File: src/sv/tcfp_pkg.sv
package tcfp_pkg;

  // Parser phases; the numeric order matters for the body-end check
  typedef enum logic [3:0] {
    PH_TYPE         = 4'd0,
    PH_LEN          = 4'd1,
    PH_FIXED        = 4'd2,
    PH_SID_LEN      = 4'd3,
    PH_SID          = 4'd4,
    PH_CS_LEN       = 4'd5,
    PH_CS           = 4'd6,
    PH_COMP_LEN     = 4'd7,
    PH_COMP         = 4'd8,
    PH_EXT_TOTAL    = 4'd9,
    PH_EXT_HDR      = 4'd10,
    PH_EXT_LIST_LEN = 4'd11,
    PH_EXT_ITEMS    = 4'd12,
    PH_EXT_SKIP     = 4'd13,
    PH_DONE         = 4'd14
  } phase_t;

  // Result item tags
  typedef enum logic [2:0] {
    KIND_VERSION   = 3'd0,
    KIND_CIPHER    = 3'd1,
    KIND_EXTENSION = 3'd2,
    KIND_GROUP     = 3'd3,
    KIND_POINT     = 3'd4,
    KIND_SUPP_VER  = 3'd5,
    KIND_END       = 3'd6
  } kind_t;

  // End status codes
  typedef enum logic [1:0] {
    ST_OK        = 2'd0,
    ST_NOT_CH    = 2'd1,
    ST_TRUNCATED = 2'd2,
    ST_MALFORMED = 2'd3
  } status_t;

  localparam logic [7:0]  HS_TYPE_CLIENT_HELLO = 8'd1;
  localparam logic [15:0] EXT_GROUPS           = 16'h000a;
  localparam logic [15:0] EXT_POINTS           = 16'h000b;
  localparam logic [15:0] EXT_VERSIONS         = 16'd43;
  // version (2) plus random (32)
  localparam int          FIXED_PART           = 2 + 32;

  // Results caused by one input byte: an optional value item, then an optional end item
  typedef struct packed {
    logic          val_vld;
    kind_t         kind;
    logic [15:0]   value;
    logic          end_vld;
    status_t       status;
  } res_entry_t;

  // GREASE: 0x?a?a with both bytes equal
  function automatic logic is_grease(input logic [15:0] v);
    is_grease = ((v & 16'h0f0f) == 16'h0a0a) && (v[15:8] == v[7:0]);
  endfunction

endpackage

File: src/sv/tls_client_hello_fingerprint_parser.sv
// TLS ClientHello field extractor.
// Input channel: one handshake message byte per item (in_data_byte), header
// first, with in_last_byte set on the final byte of the message. Output
// channel: tagged 16-bit values (version, ciphers, extension types, groups,
// point formats, supported versions) and, for the final byte, an end item
// with out_last_result set and the message status in out_status.
// Timing: a byte is parsed in the cycle it is accepted; its results show on
// the output channel from the next cycle. One byte is taken per cycle while
// in_stall is low; a byte causes at most two results (a value and the end
// item), given as two output items, the value first.
// Results wait in a 4-entry queue of per-byte result registers; in_stall
// rises only while that queue is full, so a stalled receiver backs up the
// input after four result-producing bytes.
// Reset (rst_n low, synchronous) empties the queue and returns the parser
// to the header type byte; the end item of each message does the same to
// the parser state.
module tls_client_hello_fingerprint_parser
  import tcfp_pkg::*;
#(
  parameter int LENGTH_BITS = 24
) (
  input  logic        clk,
  input  logic        rst_n,
  input  logic        in_valid,
  output logic        in_stall,
  input  logic [7:0]  in_data_byte,
  input  logic        in_last_byte,
  output logic        out_valid,
  input  logic        out_stall,
  output logic [2:0]  out_kind,
  output logic [15:0] out_value,
  output logic [1:0]  out_status,
  output logic        out_last_result
);

  localparam int FIFO_DEPTH = 4;
  localparam int FIFO_AW    = $clog2(FIFO_DEPTH);
  localparam int CNT_W      = $clog2(FIFO_DEPTH + 1);
  localparam int OFF_W      = $clog2(FIXED_PART + 1);

  // Parser state
  phase_t                 phase_r, phase_nxt;
  logic [15:0]            hlen_r, hlen_nxt;
  logic [LENGTH_BITS-1:0] body_left_r, body_left_nxt;
  logic [OFF_W-1:0]       body_off_r, body_off_nxt;
  logic [15:0]            list_left_r, list_left_nxt;
  logic [15:0]            exts_left_r, exts_left_nxt;
  logic [15:0]            ext_left_r, ext_left_nxt;
  logic [15:0]            ext_type_r, ext_type_nxt;
  logic [7:0]             held_r, held_nxt;
  status_t                err_r, err_nxt;
  logic [1:0]             fpos_r, fpos_nxt;

  // Result queue
  res_entry_t             fifo_r [FIFO_DEPTH];
  logic [FIFO_AW-1:0]     wr_ptr_r, rd_ptr_r;
  logic [CNT_W-1:0]       cnt_r;
  logic                   sub_r, sub_nxt;

  logic                   in_acc;
  res_entry_t             new_ent;
  logic                   push;
  res_entry_t             head;
  logic                   show_val;
  logic                   pop_item;
  logic                   pop_entry;

  logic [LENGTH_BITS-1:0] rem;
  logic [15:0]            v;
  logic [15:0]            ext_left_old;
  logic [23:0]            hlen_full;

  assign in_stall = (cnt_r == CNT_W'(FIFO_DEPTH));
  assign in_acc   = in_valid && !in_stall;

  // Parse one byte
  always_comb begin
    phase_nxt     = phase_r;
    hlen_nxt      = hlen_r;
    body_left_nxt = body_left_r;
    body_off_nxt  = body_off_r;
    list_left_nxt = list_left_r;
    exts_left_nxt = exts_left_r;
    ext_left_nxt  = ext_left_r;
    ext_type_nxt  = ext_type_r;
    held_nxt      = held_r;
    err_nxt       = err_r;
    fpos_nxt      = fpos_r;
    new_ent       = '0;
    rem           = body_left_r - 1'b1;
    v             = {held_r, in_data_byte};
    ext_left_old  = ext_left_r;
    hlen_full     = {hlen_r, in_data_byte};

    if (phase_r == PH_TYPE) begin
      if (in_data_byte != HS_TYPE_CLIENT_HELLO) begin
        err_nxt   = ST_NOT_CH;
        phase_nxt = PH_DONE;
      end else begin
        phase_nxt = PH_LEN;
        fpos_nxt  = 2'd0;
        hlen_nxt  = 16'd0;
      end
    end else if (phase_r == PH_LEN) begin
      hlen_nxt = hlen_full[15:0];
      if (fpos_r == 2'd2) begin
        fpos_nxt = 2'd0;
        if ((hlen_full >> LENGTH_BITS) != 24'd0 || hlen_full == 24'd0) begin
          err_nxt   = ST_MALFORMED;
          phase_nxt = PH_DONE;
        end else begin
          body_left_nxt = hlen_full[LENGTH_BITS-1:0];
          body_off_nxt  = '0;
          phase_nxt     = PH_FIXED;
        end
      end else begin
        fpos_nxt = fpos_r + 2'd1;
      end
    end else if (body_left_r != '0) begin
      body_left_nxt = rem;
      case (phase_r)
        PH_FIXED: begin
          body_off_nxt = body_off_r + 1'b1;
          if (body_off_r == OFF_W'(0)) begin
            held_nxt = in_data_byte;
          end else if (body_off_r == OFF_W'(1)) begin
            new_ent.val_vld = 1'b1;
            new_ent.kind    = KIND_VERSION;
            new_ent.value   = v;
          end
          if (body_off_r >= OFF_W'(FIXED_PART - 1)) begin
            phase_nxt = PH_SID_LEN;
          end
        end
        PH_SID_LEN, PH_COMP_LEN: begin
          fpos_nxt = 2'd0;
          if (LENGTH_BITS'(in_data_byte) > rem) begin
            err_nxt   = ST_MALFORMED;
            phase_nxt = PH_DONE;
          end else if (in_data_byte == 8'd0) begin
            phase_nxt = (phase_r == PH_SID_LEN) ? PH_CS_LEN : PH_EXT_TOTAL;
          end else begin
            list_left_nxt = {8'd0, in_data_byte};
            phase_nxt     = (phase_r == PH_SID_LEN) ? PH_SID : PH_COMP;
          end
        end
        PH_SID, PH_COMP: begin
          list_left_nxt = list_left_r - 16'd1;
          if (list_left_nxt == 16'd0) begin
            fpos_nxt  = 2'd0;
            phase_nxt = (phase_r == PH_SID) ? PH_CS_LEN : PH_EXT_TOTAL;
          end
        end
        PH_CS_LEN, PH_EXT_TOTAL: begin
          if (fpos_r == 2'd0) begin
            held_nxt = in_data_byte;
            fpos_nxt = 2'd1;
          end else begin
            fpos_nxt = 2'd0;
            if (phase_r == PH_EXT_TOTAL) begin
              if (LENGTH_BITS'(v) > rem) begin
                err_nxt   = ST_MALFORMED;
                phase_nxt = PH_DONE;
              end else begin
                exts_left_nxt = v;
                phase_nxt     = (v >= 16'd4) ? PH_EXT_HDR : PH_DONE;
              end
            end else if (v[0] || LENGTH_BITS'(v) > rem) begin
              err_nxt   = ST_MALFORMED;
              phase_nxt = PH_DONE;
            end else if (v == 16'd0) begin
              phase_nxt = PH_COMP_LEN;
            end else begin
              list_left_nxt = v;
              phase_nxt     = PH_CS;
            end
          end
        end
        PH_CS: begin
          if (fpos_r == 2'd0) begin
            held_nxt = in_data_byte;
            fpos_nxt = 2'd1;
          end else begin
            fpos_nxt = 2'd0;
            if (!is_grease(v)) begin
              new_ent.val_vld = 1'b1;
              new_ent.kind    = KIND_CIPHER;
              new_ent.value   = v;
            end
            list_left_nxt = (list_left_r >= 16'd2) ? list_left_r - 16'd2 : 16'd0;
            if (list_left_nxt == 16'd0) begin
              phase_nxt = PH_COMP_LEN;
            end
          end
        end
        PH_EXT_HDR: begin
          exts_left_nxt = exts_left_r - 16'd1;
          if (fpos_r == 2'd0 || fpos_r == 2'd2) begin
            held_nxt = in_data_byte;
            fpos_nxt = fpos_r + 2'd1;
          end else if (fpos_r == 2'd1) begin
            ext_type_nxt = v;
            fpos_nxt     = 2'd2;
          end else begin
            fpos_nxt = 2'd0;
            if (LENGTH_BITS'(v) > rem || v > exts_left_nxt) begin
              err_nxt   = ST_MALFORMED;
              phase_nxt = PH_DONE;
            end else begin
              // Start an extension of length v
              ext_left_nxt = v;
              if (is_grease(ext_type_r)) begin
                phase_nxt = PH_EXT_SKIP;
              end else begin
                new_ent.val_vld = 1'b1;
                new_ent.kind    = KIND_EXTENSION;
                new_ent.value   = ext_type_r;
                if (ext_type_r == EXT_GROUPS && v >= 16'd2) begin
                  phase_nxt = PH_EXT_LIST_LEN;
                end else if ((ext_type_r == EXT_POINTS || ext_type_r == EXT_VERSIONS)
                             && v >= 16'd1) begin
                  phase_nxt = PH_EXT_LIST_LEN;
                end else begin
                  phase_nxt = PH_EXT_SKIP;
                end
              end
              if (v == 16'd0) begin
                phase_nxt = (exts_left_nxt >= 16'd4) ? PH_EXT_HDR : PH_DONE;
              end
            end
          end
        end
        PH_EXT_LIST_LEN, PH_EXT_ITEMS, PH_EXT_SKIP: begin
          if (phase_r == PH_EXT_LIST_LEN) begin
            if (ext_type_r == EXT_GROUPS && fpos_r == 2'd0) begin
              held_nxt = in_data_byte;
              fpos_nxt = 2'd1;
            end else begin
              list_left_nxt = (ext_type_r == EXT_GROUPS) ? v : {8'd0, in_data_byte};
              fpos_nxt      = 2'd0;
              phase_nxt     = PH_EXT_ITEMS;
            end
          end else if (phase_r == PH_EXT_ITEMS) begin
            if (ext_type_r == EXT_POINTS) begin
              if (list_left_r >= 16'd1) begin
                new_ent.val_vld = 1'b1;
                new_ent.kind    = KIND_POINT;
                new_ent.value   = {8'd0, in_data_byte};
                list_left_nxt   = list_left_r - 16'd1;
              end else begin
                phase_nxt = PH_EXT_SKIP;
              end
            end else if (fpos_r == 2'd0) begin
              if (list_left_r >= ((ext_type_r == EXT_VERSIONS) ? 16'd2 : 16'd1)
                  && ext_left_old >= 16'd2) begin
                held_nxt = in_data_byte;
                fpos_nxt = 2'd1;
              end else begin
                phase_nxt = PH_EXT_SKIP;
              end
            end else begin
              fpos_nxt      = 2'd0;
              list_left_nxt = (list_left_r >= 16'd2) ? list_left_r - 16'd2 : 16'd0;
              if (ext_type_r == EXT_VERSIONS) begin
                new_ent.val_vld = 1'b1;
                new_ent.kind    = KIND_SUPP_VER;
                new_ent.value   = v;
              end else if (!is_grease(v)) begin
                new_ent.val_vld = 1'b1;
                new_ent.kind    = KIND_GROUP;
                new_ent.value   = v;
              end
            end
          end
          ext_left_nxt  = ext_left_r - 16'd1;
          exts_left_nxt = exts_left_r - 16'd1;
          // Move on to the next extension header, or finish
          if (ext_left_nxt == 16'd0) begin
            fpos_nxt  = 2'd0;
            phase_nxt = (exts_left_nxt >= 16'd4) ? PH_EXT_HDR : PH_DONE;
          end
        end
        default: begin
        end
      endcase

      // Body ended before the extensions length was read
      if (rem == '0 && phase_nxt < PH_EXT_HDR && err_nxt == ST_OK) begin
        err_nxt   = ST_MALFORMED;
        phase_nxt = PH_DONE;
      end
    end

    // Close the message on its last byte
    if (in_last_byte) begin
      new_ent.end_vld = 1'b1;
      if (err_nxt == ST_NOT_CH) begin
        new_ent.status = ST_NOT_CH;
      end else if (phase_nxt == PH_LEN || body_left_nxt != '0) begin
        new_ent.status = ST_TRUNCATED;
      end else begin
        new_ent.status = err_nxt;
      end
      phase_nxt     = PH_TYPE;
      hlen_nxt      = 16'd0;
      body_left_nxt = '0;
      body_off_nxt  = '0;
      list_left_nxt = 16'd0;
      exts_left_nxt = 16'd0;
      ext_left_nxt  = 16'd0;
      ext_type_nxt  = 16'd0;
      held_nxt      = 8'd0;
      err_nxt       = ST_OK;
      fpos_nxt      = 2'd0;
    end
  end

  // Advance parser state on each accepted item
  always_ff @(posedge clk) begin
    if (!rst_n) begin
      phase_r     <= PH_TYPE;
      hlen_r      <= 16'd0;
      body_left_r <= '0;
      body_off_r  <= '0;
      list_left_r <= 16'd0;
      exts_left_r <= 16'd0;
      ext_left_r  <= 16'd0;
      ext_type_r  <= 16'd0;
      held_r      <= 8'd0;
      err_r       <= ST_OK;
      fpos_r      <= 2'd0;
    end else if (in_acc) begin
      phase_r     <= phase_nxt;
      hlen_r      <= hlen_nxt;
      body_left_r <= body_left_nxt;
      body_off_r  <= body_off_nxt;
      list_left_r <= list_left_nxt;
      exts_left_r <= exts_left_nxt;
      ext_left_r  <= ext_left_nxt;
      ext_type_r  <= ext_type_nxt;
      held_r      <= held_nxt;
      err_r       <= err_nxt;
      fpos_r      <= fpos_nxt;
    end
  end

  // Output side: value item first, then the end item of the same byte
  assign push      = in_acc && (new_ent.val_vld || new_ent.end_vld);
  assign head      = fifo_r[rd_ptr_r];
  assign out_valid = (cnt_r != '0);
  assign show_val  = head.val_vld && !sub_r;
  assign pop_item  = out_valid && !out_stall;
  assign pop_entry = pop_item && (!show_val || !head.end_vld);

  assign out_kind        = show_val ? head.kind : KIND_END;
  assign out_value       = show_val ? head.value : 16'd0;
  assign out_status      = show_val ? ST_OK : head.status;
  assign out_last_result = !show_val;

  always_comb begin
    sub_nxt = sub_r;
    if (pop_entry) begin
      sub_nxt = 1'b0;
    end else if (pop_item) begin
      sub_nxt = 1'b1;
    end
  end

  // Store result entries
  always_ff @(posedge clk) begin
    if (push) begin
      fifo_r[wr_ptr_r] <= new_ent;
    end
  end

  // Queue pointers and count
  always_ff @(posedge clk) begin
    if (!rst_n) begin
      wr_ptr_r <= '0;
      rd_ptr_r <= '0;
      cnt_r    <= '0;
      sub_r    <= 1'b0;
    end else begin
      sub_r <= sub_nxt;
      if (push) begin
        wr_ptr_r <= wr_ptr_r + 1'b1;
      end
      if (pop_entry) begin
        rd_ptr_r <= rd_ptr_r + 1'b1;
      end
      if (push && !pop_entry) begin
        cnt_r <= cnt_r + 1'b1;
      end else if (!push && pop_entry) begin
        cnt_r <= cnt_r - 1'b1;
      end
    end
  end

  // Checks
  a_last_resets_parser: assert property (@(posedge clk) disable iff (!rst_n)
    (in_valid && !in_stall && in_last_byte) |=> (phase_r == PH_TYPE))
    else $error("parser not back at header type after last byte");

  a_idle_state_clean: assert property (@(posedge clk) disable iff (!rst_n)
    (phase_r == PH_TYPE) |-> (body_left_r == '0 && err_r == ST_OK))
    else $error("stale body count or error at message start");

  a_end_item_shape: assert property (@(posedge clk) disable iff (!rst_n)
    (out_valid && out_last_result) |-> (out_kind == KIND_END && out_value == 16'd0))
    else $error("end item carries a value or a wrong tag");

  a_no_empty_entry: assert property (@(posedge clk) disable iff (!rst_n)
    out_valid |-> (head.val_vld || head.end_vld))
    else $error("queued entry holds no result");

endmodule

File: config.mk
export PLATFORM = sky130hd
export DESIGN_NAME = tls_client_hello_fingerprint_parser
export DESIGN_NICKNAME = d
export VERILOG_FILES = /design/src/sv/tcfp_pkg.sv /design/src/sv/tls_client_hello_fingerprint_parser.sv
export SDC_FILE = /design/constraint.sdc
export NUM_CORES = 1
export LEC_CHECK = 0
export CORE_UTILIZATION = 30
export CTS_BUF_LIST = sky130_fd_sc_hd__clkbuf_2
export CTS_CLUSTER_SIZE = 30
export DETAILED_ROUTE_END_ITERATION = 8
export DONT_BUFFER_PORTS = 1
export HOLD_SLACK_MARGIN = 0.06
export MAX_ROUTING_LAYER = met4
export PLACE_DENSITY_LB_ADDON = 0.15
export RECOVER_POWER = 100
export REMOVE_ABC_BUFFERS = 1
export SLEW_MARGIN = 20
export SYNTH_ARGS = -nofsm -noshare
export SYNTH_HDL_FRONTEND = slang
export SYNTH_SLANG_ARGS = --single-unit
File: constraint.sdc
create_clock -name clk -period 7.3 [get_ports clk]
set_input_delay 0.73 -clock clk [delete_from_list [all_inputs] [get_ports clk]]
set_output_delay 0.73 -clock clk [all_outputs]
set_load 0.02 [all_outputs]
# ---- After elaboration in Yosys (flattened, before gate mapping)
# Memory sizes are Yosys's and may differ from the RTL's. A register that Yosys moved wholly into a read port is not among the register bits.
# Cells that the tools add are included.
dict set report classes {
  mux 186
  n_lt_le_gt_ge 13
  n_eq_ne 58
  n_addsub 11
  bitwise 1
  n_reduce_logical 71
}
# op n
set ops {}
lappend ops {{$mux 16} 44}
lappend ops {{$mux 20} 18}
lappend ops {{$mux 24} 6}
lappend ops {{$mux 4} 35}
lappend ops {{$mux 8} 13}
lappend ops {{$mux 2} 40}
lappend ops {{$pmux 16 s5} 1}
lappend ops {{$pmux 20 s4} 1}
lappend ops {{$logic_not 16->1} 4}
lappend ops {{$pmux 16 s2} 2}
lappend ops {{$ge 16x2->1 const B} 3}
lappend ops {{$logic_not 24->1} 2}
lappend ops {{$reduce_bool 24->1} 2}
lappend ops {{$sub 16x1->16 const B} 3}
lappend ops {{$ne 3x3->1 const B} 15}
lappend ops {{$mux 6} 7}
lappend ops {{$eq 16x4->1 const B} 2}
lappend ops {{$ge 16x1->1 const B} 2}
lappend ops {{$ge 16x3->1 const B} 2}
lappend ops {{$pmux 8 s4} 1}
lappend ops {{$mux 3} 10}
lappend ops {{$pmux 4 s7} 1}
lappend ops {{$eq 4x4->1 const B} 6}
lappend ops {{$gt 16x24->1} 1}
lappend ops {{other kinds (55)} 119}
dict set report word_totals {
  output_inout_bits 24
  n_memories 1
  reg_bits 134
  word_cells 356
  ramBits 92
  in_bits 13
}
# memory words width read_ports rd_ports_with_merged_regs wr line
set mem_list {}
lappend mem_list {fifo_r 4 23 1 1 1 tls_client_hello_fingerprint_parser.sv:55} ;# res_entry_t fifo_r [FIFO_DEPTH];

# ---- Longest topological paths before layout
# Gate-level depths: netlist (run 1).
dict set report depth {
  word_depth 32
  ltp_mapped 21
  mapped_depth_nobuf 21
}

# ---- Least setup slack after synthesis (run 1)
# No wires, ideal clock.
dict set report synth_path {
  path_type {reg-to-reg}
  startpoint {register exts_left_r[4]}
  endpoint {register cnt_r[2]}
  path_stages_with_launch 20
  t_arrival_ns 5.180
  slack_ns 2.045
  path_buffers 0
  setup_ns 0.076
  required_ns 7.224
  period_less_slack_ns 5.255
  path_cell_list {dfxtp_1 -> nor3_1 -> nand4_1 -> or3_1 -> or2_2 -> nor4_1 -> xnor2_1 -> ha_1 -> a211o_1 -> o41ai_1 -> o21ai_2 -> a311oi_4 -> o21bai_2 -> a21oi_4 -> ha_1 -> inv_1 -> fa_1 -> xor2_1 -> or3_1 -> a21boi_0}
}
dict set report synth_via {
  elab_chain_cells 15
  elab_cells_between_ends 17
}
# item line
set synth_rtl {}
lappend synth_rtl {{start, declared} tls_client_hello_fingerprint_parser.sv:47} ;# logic [15:0] exts_left_r, exts_left_nxt;
lappend synth_rtl {{start signal, assigned} tls_client_hello_fingerprint_parser.sv:338} ;# exts_left_r <= exts_left_nxt;
lappend synth_rtl {{$sub 16x1->16 *} tls_client_hello_fingerprint_parser.sv:197} ;# exts_left_nxt = exts_left_r - 16'd1;
lappend synth_rtl {{$gt 16x16->1 *} tls_client_hello_fingerprint_parser.sv:206} ;# if (LENGTH_BITS'(v) > rem || v > exts_left_nxt) begin
lappend synth_rtl {{$logic_or 1x1->1 *} tls_client_hello_fingerprint_parser.sv:206}
lappend synth_rtl {{$mux 20 *} tls_client_hello_fingerprint_parser.sv:206}
lappend synth_rtl {{$mux 20 *} tls_client_hello_fingerprint_parser.sv:201} ;# end else if (fpos_r == 2'd1) begin
lappend synth_rtl {{$mux 20 *} tls_client_hello_fingerprint_parser.sv:198} ;# if (fpos_r == 2'd0 || fpos_r == 2'd2) begin
lappend synth_rtl {{$pmux 20 s4 *} tls_client_hello_fingerprint_parser.sv:121} ;# case (phase_r)
lappend synth_rtl {{$mux 20 *} tls_client_hello_fingerprint_parser.sv:119} ;# end else if (body_left_r != '0) begin
lappend synth_rtl {{$mux 20 *} tls_client_hello_fingerprint_parser.sv:104} ;# end else if (phase_r == PH_LEN) begin
lappend synth_rtl {{$mux 20 *} tls_client_hello_fingerprint_parser.sv:95} ;# if (phase_r == PH_TYPE) begin
lappend synth_rtl {{$logic_or 1x1->1 *} tls_client_hello_fingerprint_parser.sv:348} ;# assign push = in_acc && (new_ent.val_vld || new_ent.end_vld);
lappend synth_rtl {{$logic_and 1x1->1 *} tls_client_hello_fingerprint_parser.sv:348}
lappend synth_rtl {{named net push} tls_client_hello_fingerprint_parser.sv:62} ;# logic push;
lappend synth_rtl {{$logic_not 1->1} tls_client_hello_fingerprint_parser.sv:393} ;# end else if (!push && pop_entry) begin
lappend synth_rtl {{$logic_and 1x1->1} tls_client_hello_fingerprint_parser.sv:393}
lappend synth_rtl {{$reduce_bool 2->1 (no source line)} n/a}
lappend synth_rtl {{end signal, assigned} tls_client_hello_fingerprint_parser.sv:392} ;# cnt_r <= cnt_r + 1'b1;
lappend synth_rtl {{end signal, assigned} tls_client_hello_fingerprint_parser.sv:394} ;# cnt_r <= cnt_r - 1'b1;
lappend synth_rtl {{end, declared} tls_client_hello_fingerprint_parser.sv:57} ;# logic [CNT_W-1:0] cnt_r;
# Mark *: on every way through the listed nets, which the timed path passes. The rest lies on a longest branch.
# A chain may end at the register's enable or synchronous reset.

# ---- Worst setup path in the final report (run 1)
dict set report layout_path {
  startpoint {register body_left_r[0]}
  endpoint {register cnt_r[2]}
}
dict set report layout_via {
  elab_chain_cells 15
  elab_cells_between_ends 18
}
# item line
set layout_rtl {}
lappend layout_rtl {{start, declared} tls_client_hello_fingerprint_parser.sv:44} ;# logic [LENGTH_BITS-1:0] body_left_r, body_left_nxt;
lappend layout_rtl {{start signal, assigned} tls_client_hello_fingerprint_parser.sv:335} ;# body_left_r <= body_left_nxt;
lappend layout_rtl {{$sub 24x1->24} tls_client_hello_fingerprint_parser.sv:90} ;# rem = body_left_r - 1'b1;
lappend layout_rtl {{$gt 16x24->1} tls_client_hello_fingerprint_parser.sv:206}
lappend layout_rtl {{$logic_or 1x1->1} tls_client_hello_fingerprint_parser.sv:206}
lappend layout_rtl {{$mux 20} tls_client_hello_fingerprint_parser.sv:206}
lappend layout_rtl {{$mux 20} tls_client_hello_fingerprint_parser.sv:201}
lappend layout_rtl {{$mux 20} tls_client_hello_fingerprint_parser.sv:198}
lappend layout_rtl {{$pmux 20 s4} tls_client_hello_fingerprint_parser.sv:121}
lappend layout_rtl {{$mux 20 *} tls_client_hello_fingerprint_parser.sv:119}
lappend layout_rtl {{$mux 20 *} tls_client_hello_fingerprint_parser.sv:104}
lappend layout_rtl {{$mux 20 *} tls_client_hello_fingerprint_parser.sv:95}
lappend layout_rtl {{$logic_or 1x1->1 *} tls_client_hello_fingerprint_parser.sv:348}
lappend layout_rtl {{$logic_and 1x1->1 *} tls_client_hello_fingerprint_parser.sv:348}
lappend layout_rtl {{named net push} tls_client_hello_fingerprint_parser.sv:62}
lappend layout_rtl {{$logic_not 1->1} tls_client_hello_fingerprint_parser.sv:393}
lappend layout_rtl {{$logic_and 1x1->1} tls_client_hello_fingerprint_parser.sv:393}
lappend layout_rtl {{$reduce_bool 2->1 (no source line)} n/a}
# Marked as above.

==> results.txt, run 1 <==
The flow ran to the end, but the final reports show violations. The checks that failed: max-capacitance violations, max-slew violations. The detail route stage leaves a number of antenna-violating nets equal to 0.

The tightest min-delay check is of the in -> reg type. Clock tree synthesis selected as its root buffer the cell sky130_fd_sc_hd__clkbuf_2. The worst setup path is launched from a register. Sorting the synthesized cells by area gives the leading types as sky130_fd_sc_hd__edfxtp_1 (18%), sky130_fd_sc_hd__dfxtp_1 (18%), sky130_fd_sc_hd__ha_1 (4.8%). By startpoint and endpoint, the worst setup path is classified as reg -> reg. After detailed routing, the average wire length per cell comes to 22.3 um. Clock-pin slew was measured on the worst setup and hold paths at 100 ps. Of the total synthesized cell area, the portion taken by XOR and XNOR cells is 3.92%.

The number of gates resized after CTS was 0. The total die area came out at 0.0527 mm2. The post-synthesis area per instance is 8.55 um2, and the instance area after placement is 0.0162 mm2. The run gives 0.0155 mm2 as the post-synthesis instance area. On the worst path, the slowest cell contributes a delay of 760 ps. Cells with a size suffix above 1 make up 11.3% of the layout. The portion of synthesized area spent on multiplexers is 4.10%. STA puts the critical path data required time at 8220 ps. The sum of buffers and inverters on the critical path is 3, and the measured slew at the worst slew-check pin is 3610 ps.

The critical path endpoint category is a register. The tools report the endpoint of the worst-slack reg-to-reg timing path as cnt_r[2]$_SDFFE_PN0P_. The setup skew after layout is 76.4 ps.

The worst hold path begins at in_last_byte. The filler cells instantiated in the layout total 5465. The number of DRC violations after detailed routing was 0. The hold violation count in the final report is 0.

After synthesis, the largest family of logic cells by area is simple AND/OR/NAND/NOR gates. TritonCTS built the clock tree. The area added between synthesis and finish is 8.51%, and the number of global-route vias before repair is 13.8k. Among cell families on the critical path, the largest total delay comes from compound AO/OA/AOI/OAI gates. The most used flip-flop cell after synthesis is sky130_fd_sc_hd__dfxtp_1. The synthesized netlist devotes 24.6% of its cell area to simple gates.

The path with the worst hold slack has its endpoint at hlen_r[0]$_SDFFE_PN0P_. The run gives 37.3 mm as the final HPWL from detailed placement. The number of flops mapped to enable cells by yosys was 92; the share of the synthesized area in the top cell type was 17.8%. The worst reg-to-reg path cell count is 21. Leftover overflow at the end of global routing: 0. The worst slew slack as a fraction of its limit was -141%; the setup violation total in the final timing report was 0. For the standard-cell row count, the log shows 83.

The run gives 0 as the count of buffers added by post-CTS timing repair for setup. The reg-to-reg setup timing slack was 900 ps; the number of instances on the worst hold path was 3. Yosys warning count: 0. The post-layout instance area came out at 0.0169 mm2. The run gives 12 as the number of hold buffers added after CTS. The arithmetic-cell share of the synthesized area counting full adders, half adders and majority gates was 5.02%. Adding up every negative setup slack in the final design gives 0 ps.

The die outline width is 230 um. The cell taking the most area after synthesis is sky130_fd_sc_hd__edfxtp_1. The run gives 156 MHz as the highest clock frequency the design can meet. The later pin in the worst-skew pair is clocked with a latency of 1050 ps.

Dividing the final minimum period by the clock period gives 87.7%. The count of pins on the block boundary was 37; the largest net degree at the start of global routing was 134. Clock tree synthesis inserted a total of 69 buffers.

After synthesis, flip-flops and latches occupy 35.3% of the total area. The leading cell type by number of instances after synthesis was sky130_fd_sc_hd__nand2_1. Setup repair after global routing left no endpoint under its margin.

The count of buffers added on input and output ports is 0. Synthesis instantiated 103 different standard cells from the library. The first detailed-routing pass took 5 iterations. Share of async-settable or async-resettable flops after synthesis: 0%. The core outline area is 0.0512 mm2, and the post-synthesis compound-gate area fraction is 22.6%. Across the run, the number of max-cap violations was 2. For the placer congestion estimate, the log shows 0.901. For this run, the total global-route usage over all layers was measured as 22.0%. In this run the number of H-tree levels came out at 3. The tools report the count of pins over their slew limit as 84.

After synthesis, the most frequently instantiated cells are sky130_fd_sc_hd__nand2_1 (179), sky130_fd_sc_hd__nor2_1 (151), sky130_fd_sc_hd__dfxtp_1 (136), sky130_fd_sc_hd__a21oi_1 (126), sky130_fd_sc_hd__clkbuf_1 (113). The top fanout value on the critical path was 17. Traced cell by cell, the critical path runs through inv_1, ha_1, nor3b_1, nand4_1, xor2_1, ha_1, nand4_1, nor2_1, o31a_1, a221oi_1, o21ai_0, a311oi_4, buf_4, o21bai_1, a21oi_4, ha_1, inv_1, fa_1, xor2_1, or3_1, a21boi_0. For the total vias in the final route, the log shows 14.4k. After the last flow step, the layout net total stands at 1877. Ratio of routed vias to standard cells: 5.67. The initial core utilization is 30.3%. No sink is reached through more buffers than the 3 on the longest clock path. The smallest clock period supported by the final layout is computed as 6400 ps.

In this run, the number of DRC markers left after iteration 0 of detailed routing was 1138. The routed design has 56.7 mm of wire. Counting stages on the worst path, the most repeated cell is sky130_fd_sc_hd__ha_1. The logs give 7320 ps for the data arrival at the endpoint of the critical path and 228 for the clock net sink count.

Synthesis produced 1817 cells. The run gives 2 as the number of antenna violations at the first check in global routing. The startpoint of the lowest-slack register-to-register path was body_left_r[0]$_SDFFE_PN0P_.

The die is 230 um tall. Flop and latch count out of synthesis: 228. Cell at the slowest stage of the critical path: sky130_fd_sc_hd__a221oi_1. The first global-routing pass estimated 86.2 mm of wire.
==> registers in the layout, summed over array words and instances (netlist names), 3 cells and up, named ones only <==
register and count:
body_left_r 24, list_left_r 16, cnt_r 3, fifo_r 92, exts_left_r 16, held_r 8, phase_r 4, hlen_r 16
ext_left_old 16, ext_type_r 16, body_off_r 6
==> worst max path at each step <==
stage                                            from  slack (ps)                    end  depth (start not counted)
after global placement    exts_left_r[4]$_SDFFE_PN0P_        1250  cnt_r[2]$_SDFFE_PN0P_                         20
after floorplan           exts_left_r[4]$_SDFFE_PN0P_        1830  cnt_r[2]$_SDFFE_PN0P_                         19
after global routing      body_left_r[0]$_SDFFE_PN0P_         360  cnt_r[2]$_SDFFE_PN0P_                         21
final                     body_left_r[0]$_SDFFE_PN0P_         900  cnt_r[2]$_SDFFE_PN0P_                         21
after detailed placement  exts_left_r[4]$_SDFFE_PN0P_        1140  cnt_r[2]$_SDFFE_PN0P_                         20
after CTS                 exts_left_r[4]$_SDFFE_PN0P_        1130  cnt_r[2]$_SDFFE_PN0P_                         20
==> placed cells by master, fill, tap and decap left out, types with 27 or more instances in the layout <==
| cell type | count |
|---|---|
| sky130_fd_sc_hd__inv_1 | 37 |
| sky130_fd_sc_hd__nand4_1 | 29 |
| sky130_fd_sc_hd__clkbuf_2 | 107 |
| sky130_fd_sc_hd__xnor2_1 | 31 |
| sky130_fd_sc_hd__a21oi_1 | 126 |
| sky130_fd_sc_hd__a22oi_1 | 45 |
| sky130_fd_sc_hd__a21boi_0 | 58 |
| sky130_fd_sc_hd__nor2_1 | 152 |
| sky130_fd_sc_hd__nor3_1 | 42 |
| sky130_fd_sc_hd__ha_1 | 59 |
| sky130_fd_sc_hd__dfxtp_1 | 136 |
| sky130_fd_sc_hd__nor2b_1 | 89 |
| sky130_fd_sc_hd__or3_1 | 27 |
| sky130_fd_sc_hd__nand2_1 | 179 |
| sky130_fd_sc_hd__o21ai_0 | 99 |
| sky130_fd_sc_hd__nand3_1 | 55 |
| sky130_fd_sc_hd__edfxtp_1 | 92 |
| sky130_fd_sc_hd__nor4_1 | 39 |
| sky130_fd_sc_hd__buf_4 | 30 |
| sky130_fd_sc_hd__xor2_1 | 36 |
==> worst register-to-register path, delay by kind of cell (launching register included) <==
family / cells / cell delay (ps)
simple gates: 5 / 1340
flops: 1 / 400
buf+inv: 3 / 460
compound gates: 7 / 2270
xor+xnor: 2 / 720
fa+ha+maj: 4 / 1160
==> layer usage <==
layer	global-route usage (%)	wire, um	vias up
met1	28.4	25600	6997
met2	32.5	24800	485
met4	9.67	2260	0
li1	-	-	6751
met5	-	0	-
met3	5.25	3980	148
==> final cells by class <==
| class | instances | area [um2] | area share (%) |
|---|---|---|---|
| Clock inverter | 19 | 128 | 0.757 |
| Timing Repair Buffer | 52 | 399 | 2.37 |
| Sequential cell | 228 | 5490 | 32.5 |
| Multi-Input combinational cell | 1415 | 9330 | 55.3 |
| Inverter | 38 | 143 | 0.846 |
| Clock buffer | 103 | 515 | 3.06 |
| Antenna cell | 3 | 7.51 | 0.0445 |
| Tap cell | 680 | 851 | 5.05 |
==> per-stage QoR <==
stage	setup slack (ps)	util (%)	cells	hold WS [ps]
3_5_place_dp	1140	31.6	2401	475
2_1_floorplan	1830	-	1681	451
3_3_place_gp	1250	31.6	2401	471
5_1_grt	364	32.9	2538	73.7
4_1_cts	1130	33.2	2535	61.5
6_report	900	32.9	2538	132
==> logic make-up (layout without fill, tap and decap cells) <==
logic type | count (synthesis) | count (layout)
compound gates | 519 | 519
flops | 228 | 228
mux | 36 | 36
buf+inv | 174 | 212
fa+ha+maj | 62 | 62
simple gates | 730 | 730
other cells | 0 | 3
xor+xnor | 68 | 68
Power of run 1 is not shown: default switching activity piles up to over one toggle a cycle in this logic, so the estimate is an artifact.
==> run 2, diff against run 1 <==
clock period = 7.65 ns   (was 7.3 ns; I/O delays follow)
==> results.txt, run 2 (same netlist as run 1, synthesis figures left out) <==
The flow ran to the end, but the final reports show violations. Failing checks: max-capacitance violations, max-slew violations (unchanged). The overall track demand over capacity in global routing is 21.8% (was 22.0%). Start point of the worst min-delay path: in_data_byte[7] (was in_last_byte).

The number of nets at the end of the flow came out at 1880 (was 1877). The count of placed standard cells including taps was 2401 (unchanged). Top fanout value on the critical path: 25 (was 17). The area added between synthesis and finish is 8.95% (was 8.51%), and the minimum clock period after layout is 6580 ps (was 6400 ps). The residual antenna-violating net count after detailed routing was 0 (unchanged); the data arrival at the endpoint of the critical path was 7520 ps (was 7320 ps). The setup violation total in the final timing report was 0 (unchanged).

The count of buffers added by post-CTS timing repair for setup came out at 0 (unchanged). Fraction of layout instances using a drive strength above 1: 11.6% (was 11.3%). Commonest cells after routing, fill and taps aside: sky130_fd_sc_hd__nand2_1 (179), sky130_fd_sc_hd__nor2_1 (152), sky130_fd_sc_hd__dfxtp_1 (136) (unchanged). The maximum count of clock buffers along a single path came out at 3 (unchanged). The clock transition at the registers of the reported paths is 100 ps (about the same), and the part of the cycle the worst path needs is 86.0% (was 87.7%). The leftover overflow at the end of global routing is 0 (unchanged), and the placer congestion estimate is 0.926 (was 0.901).

The destination of the worst hold path is exts_left_r[7]$_SDFFE_PN0P_ (was hlen_r[0]$_SDFFE_PN0P_). The core outline area was 0.0512 mm2 (unchanged); the filler-free cell count of the finished design was 2545 (was 2538). The root cell of the clock tree is sky130_fd_sc_hd__clkbuf_2 (unchanged). The highest clock frequency the design can meet is 152 MHz (was 156 MHz).

The measured slew at the worst slew-check pin works out to 3320 ps (was 3610 ps). The tools report the number of global-route vias before repair as 13.8k (about the same). The number of antenna violations at the first check in global routing was 3 (was 2). Setup repair after global routing left no endpoint under its margin.

The number of buffer cells added on primary ports was 0 (unchanged). The wire length of the first global-routing pass came out at 85.4 mm (was 86.2 mm). The final HPWL from detailed placement was 37.0 mm (was 37.3 mm); the peak supply drop was 0.000406 V. Hold violation count in the final report: 0 (unchanged).

The logs give 1070 ps (was 900 ps) for the reg-to-reg setup timing slack and -122% (was -141%) for the worst slew slack as a fraction of its limit. TritonCTS built the clock tree. The count of pins over their slew limit is 129 (was 84), and the clock net sink count is 228 (unchanged). The detailed-route wire length per cell is 22.2 um (was 22.3 um). The logs give 56.5 mm (was 56.7 mm) for the sum of routed wire length over all layers and 1470 (was 1138) for the initial DRC count. The number of search-and-repair iterations in the first detailed-routing pass was 6 (was 5). The die outline width is 230 um (unchanged).

The endpoint of the worst-slack reg-to-reg timing path was list_left_r[3]$_SDFFE_PN0P_ (was cnt_r[2]$_SDFFE_PN0P_). The height of the die works out to 230 um (unchanged). Power spread over the standard cell area amounts to 521 mW/mm2. Number of instances resized during post-cts repair: 0 (unchanged). The logs give 30.3% (unchanged) for the initial core utilization and 8590 ps (was 8220 ps) for the data required time of the worst path.

For the final total negative setup slack, the log shows 0 ps (unchanged). The analysis attributes to cell leakage a power of 5.96 nW. Count of pins on the block boundary: 37 (unchanged). The worst hold path class is in -> reg (unchanged). Leading cell type in the layout, fill and taps excluded: sky130_fd_sc_hd__nand2_1 (unchanged).

The number of instances on the worst hold path works out to 4 (was 3). The startpoint of the lowest-slack register-to-register path was phase_r[0]$_SDFFE_PN0P_ (was body_left_r[0]$_SDFFE_PN0P_). The number of flip-flops under the largest register name came out at 92 (unchanged). Largest registers ranked by flip-flop count: fifo_r: 92 flops, body_left_r: 24 flops (unchanged). The number of buffers added by the clock tree synthesis step came out at 71 (was 69).

The H-tree depth reported by CTS was 3 (unchanged); the ratio of routed vias to standard cells was 5.67 (about the same). Critical path endpoint category: a register (unchanged). Category of the most critical setup path: reg -> reg (unchanged). The worst reg-to-reg path cell count is 11 (was 21). The type of origin of the critical path is a register (unchanged). For the total die area, the log shows 0.0527 mm2 (unchanged). The max-cap check violation count is 4 (was 2), and the total vias in the final route is 14.4k (about the same). Standard-cell row count: 83 (unchanged). The largest register by flop count is fifo_r (unchanged).

Largest net degree at the start of global routing: 134 (unchanged). The setup skew after layout is 115 ps (was 76.4 ps), and the latest clock arrival within the worst-skew pair is 1040 ps (was 1050 ps). Number of DRC violations after detailed routing: 0 (unchanged).
run 2: cell count changes in the layout (fill, tap and decap cells not counted), sizes merged:
cell / delta
clkbuf: +5
buf: +3
inv: -3
bufinv: +1
clkinv: -1
diode: +1
dlygate4sd3: +1
run 2: through the flow:
step | setup WS [ps] | cell area (um2) | hold WS [ps] | total power, W | util, %
floorplan | 2180 | 15000 | 451 | 0.00585 | -
global route | 657 | 16900 | 114 | 0.00944 | 33.1
detailed placement | 1450 | 16200 | 473 | 0.00777 | 31.6
CTS | 1500 | 17000 | 60.5 | 0.00889 | 33.2
global placement | 1550 | 16200 | 467 | 0.00780 | 31.6
finish | 1070 | 16900 | 185 | 0.00881 | 33.1
run 2: worst max-delay path by stage:
stage	from	endpoint	slack, ps	depth (start not counted)
after floorplan	exts_left_r[4]$_SDFFE_PN0P_	cnt_r[2]$_SDFFE_PN0P_	2180	19
after global placement	exts_left_r[4]$_SDFFE_PN0P_	cnt_r[2]$_SDFFE_PN0P_	1550	20
after detailed placement	exts_left_r[4]$_SDFFE_PN0P_	cnt_r[2]$_SDFFE_PN0P_	1450	20
after CTS	exts_left_r[4]$_SDFFE_PN0P_	cnt_r[2]$_SDFFE_PN0P_	1500	20
after global routing	exts_left_r[4]$_SDFFE_PN0P_	cnt_r[2]$_SDFFE_PN0P_	660	20
final	phase_r[0]$_SDFFE_PN0P_	list_left_r[3]$_SDFFE_PN0P_	1070	11
run 2: cell type report:
| type | instances | area [um2] |
|---|---|---|
| multi-input combinational | 1415 | 9340 |
| sequential | 228 | 5490 |
| clock inverter | 16 | 124 |
| clock buffer | 111 | 556 |
| inverter | 38 | 143 |
| fill | 5507 | 34300 |
| antenna | 4 | 10.0 |
| timing repair buffer | 53 | 415 |
| tap | 680 | 851 |
run 2: timing repair:
item	4_1_cts	5_1_grt
endpoints found under the hold margin	145	0
endpoints found under the setup margin	0	0
hold buffers	13	0
run 2: power by group:
group	internal (W)	total, W	switching [W]
registers	0.00143	0.00166	0.000228
logic	0.00209	0.00612	0.00403
clock network	0.000450	0.00104	0.000587
total	0.00396	0.00881	0.00485
run 2: critical path: stages, from the launching register on:
cell,delay (ps)
sky130_fd_sc_hd__dfxtp_1,770
sky130_fd_sc_hd__clkbuf_1,830
sky130_fd_sc_hd__nor2_1,310
sky130_fd_sc_hd__nand2_1,170
sky130_fd_sc_hd__clkbuf_1,1020
sky130_fd_sc_hd__nand2_1,520
sky130_fd_sc_hd__a21oi_1,270
sky130_fd_sc_hd__clkbuf_1,470
sky130_fd_sc_hd__o21ai_0,710
sky130_fd_sc_hd__clkbuf_1,620
sky130_fd_sc_hd__or4_1,610
sky130_fd_sc_hd__a21boi_0,170
run 2: per-layer routing:
metal / part of all wire (%) / vias to the layer above / track usage, %
li1: - / 6754 / -
met4: 3.1 / 0 / 7.85
met3: 7.1 / 119 / 4.88
met5: 0 / - / -
met1: 46 / 7031 / 28.6
met2: 44 / 524 / 32.6
Power figures use the tool's default switching activity.
